**config.mk**
```make
export PLATFORM = sky130hd
export DESIGN_NAME = plu_cell
export DESIGN_NICKNAME = d
export VERILOG_FILES = /design/src/hw/rtl/plu_pkg.sv /design/src/hw/rtl/plu_cell.sv
export SDC_FILE = /design/constraint.sdc
export NUM_CORES = 1
export LEC_CHECK = 0
export BUFFER_PORTS_ARGS = -buffer_cell sky130_fd_sc_hd__buf_2
export CORE_MARGIN = 5
export CORE_UTILIZATION = 40
export DETAILED_ROUTE_END_ITERATION = 12
export GPL_ROUTABILITY_DRIVEN = 0
export PLACE_DENSITY = 0.78
export SYNTH_ARGS = -nofsm -noshare
export SYNTH_HDL_FRONTEND = slang
export SYNTH_SLANG_ARGS = --single-unit
```
**constraint.sdc**
```tcl
create_clock -name aclk -period 3.5 [get_ports aclk]
set_input_delay 0.7 -clock aclk [delete_from_list [all_inputs] [get_ports aclk]]
set_output_delay 0.7 -clock aclk [all_outputs]
set_load 0.01 [all_outputs]
```
**src/hw/rtl/plu_pkg.sv**
```systemverilog
// ----------------------------------------------------------------------------
// Positional list engine package
// Sizes, command codes and the control word that the top level broadcasts to
// every storage cell of the list.
// ----------------------------------------------------------------------------
package plu_pkg;

    localparam int CAPACITY = 128;
    localparam int IDX_W    = $clog2(CAPACITY);
    localparam int CNT_W    = $clog2(CAPACITY + 1);
    localparam int POS_W    = 8;
    localparam int VAL_W    = 32;
    localparam int LEN_W    = 8;
    localparam int CMP_W    = ((CNT_W > POS_W) ? CNT_W : POS_W) + 1;

    typedef enum logic [1:0] {
        CMD_INSERT = 2'd0,
        CMD_DELETE = 2'd1,
        CMD_LOCATE = 2'd2
    } cmd_t;

    typedef struct packed {
        logic                    insert_go;
        logic                    delete_go;
        logic                    locate_go;
        logic [CMP_W-1:0]        pos;
        logic [CMP_W-1:0]        count;
        logic signed [VAL_W-1:0] value;
    } plu_bcast_t;

endpackage

```
**src/hw/rtl/plu_cell.sv**
```systemverilog
// ----------------------------------------------------------------------------
// Positional list storage cell
// Holds one list entry. On an insert it takes its lower neighbour's entry or
// the new value, on a delete its upper neighbour's entry, and on a locate it
// flags a match when it lies inside the list and holds the wanted value.
// ----------------------------------------------------------------------------
module plu_cell (
    input  logic                             aclk,
    input  logic [plu_pkg::CMP_W-1:0]        ordinal,
    input  plu_pkg::plu_bcast_t              bcast,
    input  logic signed [plu_pkg::VAL_W-1:0] lower_entry,
    input  logic signed [plu_pkg::VAL_W-1:0] upper_entry,
    output logic signed [plu_pkg::VAL_W-1:0] entry,
    output logic                             match
);
    import plu_pkg::*;

    logic signed [VAL_W-1:0] entry_reg;
    logic signed [VAL_W-1:0] entry_next;

    always_comb begin
        entry_next = entry_reg;
        priority if (bcast.insert_go && (ordinal > bcast.pos)) begin
            entry_next = lower_entry;
        end else if (bcast.insert_go && (ordinal == bcast.pos)) begin
            entry_next = bcast.value;
        end else if (bcast.delete_go && (ordinal >= bcast.pos)
                     && (ordinal < bcast.count)) begin
            entry_next = upper_entry;
        end else begin
            entry_next = entry_reg;
        end
    end

    always_ff @(posedge aclk) begin
        entry_reg <= entry_next;
    end

    assign entry = entry_reg;
    assign match = bcast.locate_go && (ordinal <= bcast.count)
                   && (entry_reg == bcast.value);

endmodule

```
==> flow_summary.toml <==
[layout]
fin_nets = 524
final.fill_count = 550
diodes = 0
syn_to_final_growth_pct = 36.1
largest_reg_flops = 32
layout-drive-gt1-share_pct = 62.6

[worst_hold_path]
hp-start = "lower_entry[6]"
hold_class = "in -> reg"
whs_path_depth = 2
min_to = "entry[6]"

[route]
drc_errors = 0
vias_per_cell = 4.96
drtIter0Drc = 39
wl_per_cell_um = 15.9
first_pass_iters = 4
postRouteWirelength_mm = 7.23
num_vias = 2251
ant_nets = 0

[logic_synthesis]
synth_warnings = 0
syn_avg_cell_area_um2 = 12.2
synthArstFlopShare_pct = 0
synth_ff_type = "edfxtp_1"
synth.distinct_cells = 30
synth_seq_cells = 32
synth_edf_count = 32
synth_seq_area_share_pct = 36.7
postSynthCellCount = 215
syn-cell-area_um2 = 2620
syn_nets = 360

[pwr]
worst_ir_drop_vdd_mv = 0.223
p_leak_nw = 1.68
total_power_mw = 1.18
powerDensity_nw_per_um2 = 330

[setup_path]
crit_fanout = 2
critPathCaptureType = "output port"
cp.arrival_ns = 2.24
path_class = "in -> out"
cp-startpoint = "bcast[16]"
startpoint_type = "primary input"
cp.required_ns = 2.80

[floorplanning]
dieHeight_um = 91.0
start_util_pct = 41.3
ioPinCount = 160
die_area_um2 = 8270
rows = 29
fp.coreArea_um2 = 6350
die_width_um = 91.0

[grt]
grt_overflow_total = 0
track_usage_pct = 16.8
grt_pass1_wl_mm = 11.3
antenna_found_initial = 0
grt_pass1_vias = 2472
grt_max_degree = 33

[cts]
postCtsSetupRepairBufs = 0
holdBufCountCts = 0
clk_transition_reported_paths_ns = 0.06
numClockSinks = 32
cts_root_buffer = "clkbuf_8"
cts_tree = "built"
clockBufferDepth = 2
numCtsBuffers = 5
cts_resized = 0
cts_max_level = 2

[sta]
fin_crit_ns = 2.94
max_freq_ghz = 0.340
setup_violations = 0
fin_crit_sh_pct = 84.1
tightestPinTransition_ns = 0.622
slew_viol_final = 0
tns_ns = 0
relSlewSlack_pct = 58.4
finalHoldViolCount = 0
rsz0062_at_grt = "false"

[flow_run]
max-cap-violations = 0

[outcome]
status = "finished clean"

[placed_design]
dp_hpwl_mm = 6.06
io_buffers = 159
## metal layers
layer	GRT usage (%)	part of all wire [%]	vias up	wire length, um
li1	-	-	1117	-
met2	31.2	51	107	3710
met4	3.67	0.47	0	34
met1	18.1	38	1025	2730
met3	6.20	11	2	760
met5	0	0	-	0
## area by class of cell
cell class / count / area (um2) / area share [%]
clock buffers: 5 / 68.8 / 1.93
repair buffers: 163 / 826 / 23.1
flip-flops and latches: 32 / 961 / 26.9
inverters: 22 / 82.6 / 2.31
well taps: 77 / 96.3 / 2.70
multi-input cells: 155 / 1530 / 43.0
## worst max-delay path by stage
stage | depth (start not counted) | slack, ns | endpoint
2_1_floorplan | 7 | 0.52 | entry[0]
3_3_place_gp | 8 | 0.51 | entry[3]
3_5_place_dp | 8 | 0.45 | entry[3]
4_1_cts | 7 | 0.52 | match
5_1_grt | 7 | 0.47 | match
6_report | 7 | 0.56 | match
## per-stage QoR
stage	hold slack, ns	instance area, um2	utilization, %	cells	setup WS, ns
floorplan	0.917	2630	-	215	0.525
global placement	1.00	3500	55.1	449	0.512
detailed placement	1.01	3500	55.1	449	0.451
CTS	0.717	3570	56.2	454	0.520
global route	0.711	3570	56.2	454	0.474
finish	0.730	3570	56.2	454	0.556
## layout by cell type (no fill, tap or decap), types with 2 or more instances in the layout
| cell type | Yosys | final |
|---|---|---|
| buf_2 | 0 | 159 |
| mux2_2 | 58 | 58 |
| edfxtp_1 | 32 | 32 |
| inv_1 | 22 | 22 |
| ha_1 | 18 | 18 |
| xnor2_1 | 17 | 17 |
| xor2_1 | 15 | 15 |
| nand4_1 | 7 | 7 |
| a21oi_1 | 6 | 6 |
| clkbuf_8 | 0 | 5 |
| nand2_1 | 4 | 4 |
| mux2_4 | 4 | 4 |
| nor4_1 | 4 | 4 |
| buf_4 | 0 | 4 |
| nor3_1 | 3 | 3 |
| o21ai_0 | 2 | 2 |
| mux2_1 | 2 | 2 |
## synthesized netlist by cell type (all sizes together), types with 2 or more instances
cell type  count  area share [%]
nor4           4            0.95
mux2          64              28
inv           22             3.2
a21oi          6             1.1
xnor2         17             5.7
o21ai          2            0.38
buf            6             2.6
nor3           4            0.95
nand2          5            0.81
ha            18             8.6
edfxtp        32              37
nand4          8             2.1
xor2          15             5.0
## where the power goes
group | total, mW | switching [mW] | internal, mW
Sequential | 0.534 | 0.0368 | 0.497
Clock | 0.250 | 0.122 | 0.128
Combinational | 0.393 | 0.186 | 0.207
Total | 1.18 | 0.345 | 0.832
## cells by family after synthesis
group / Yosys count / synth area share [%]
compound gates: 16 / 4.25
xor+xnor: 32 / 10.7
fa+ha+maj: 18 / 8.59
buf+inv: 28 / 5.73
flops: 32 / 36.7
mux: 64 / 28.1
simple gates: 25 / 6.01
## worst max-delay path, stage by stage
cell and delay, ns:
buf_2 0.11, xnor2_1 0.24, nand4_1 0.16, nor4_1 0.41, nand4_1 0.20, nor3_1 0.25, buf_2 0.18
No activity file was read; power rests on OpenSTA's default activity.
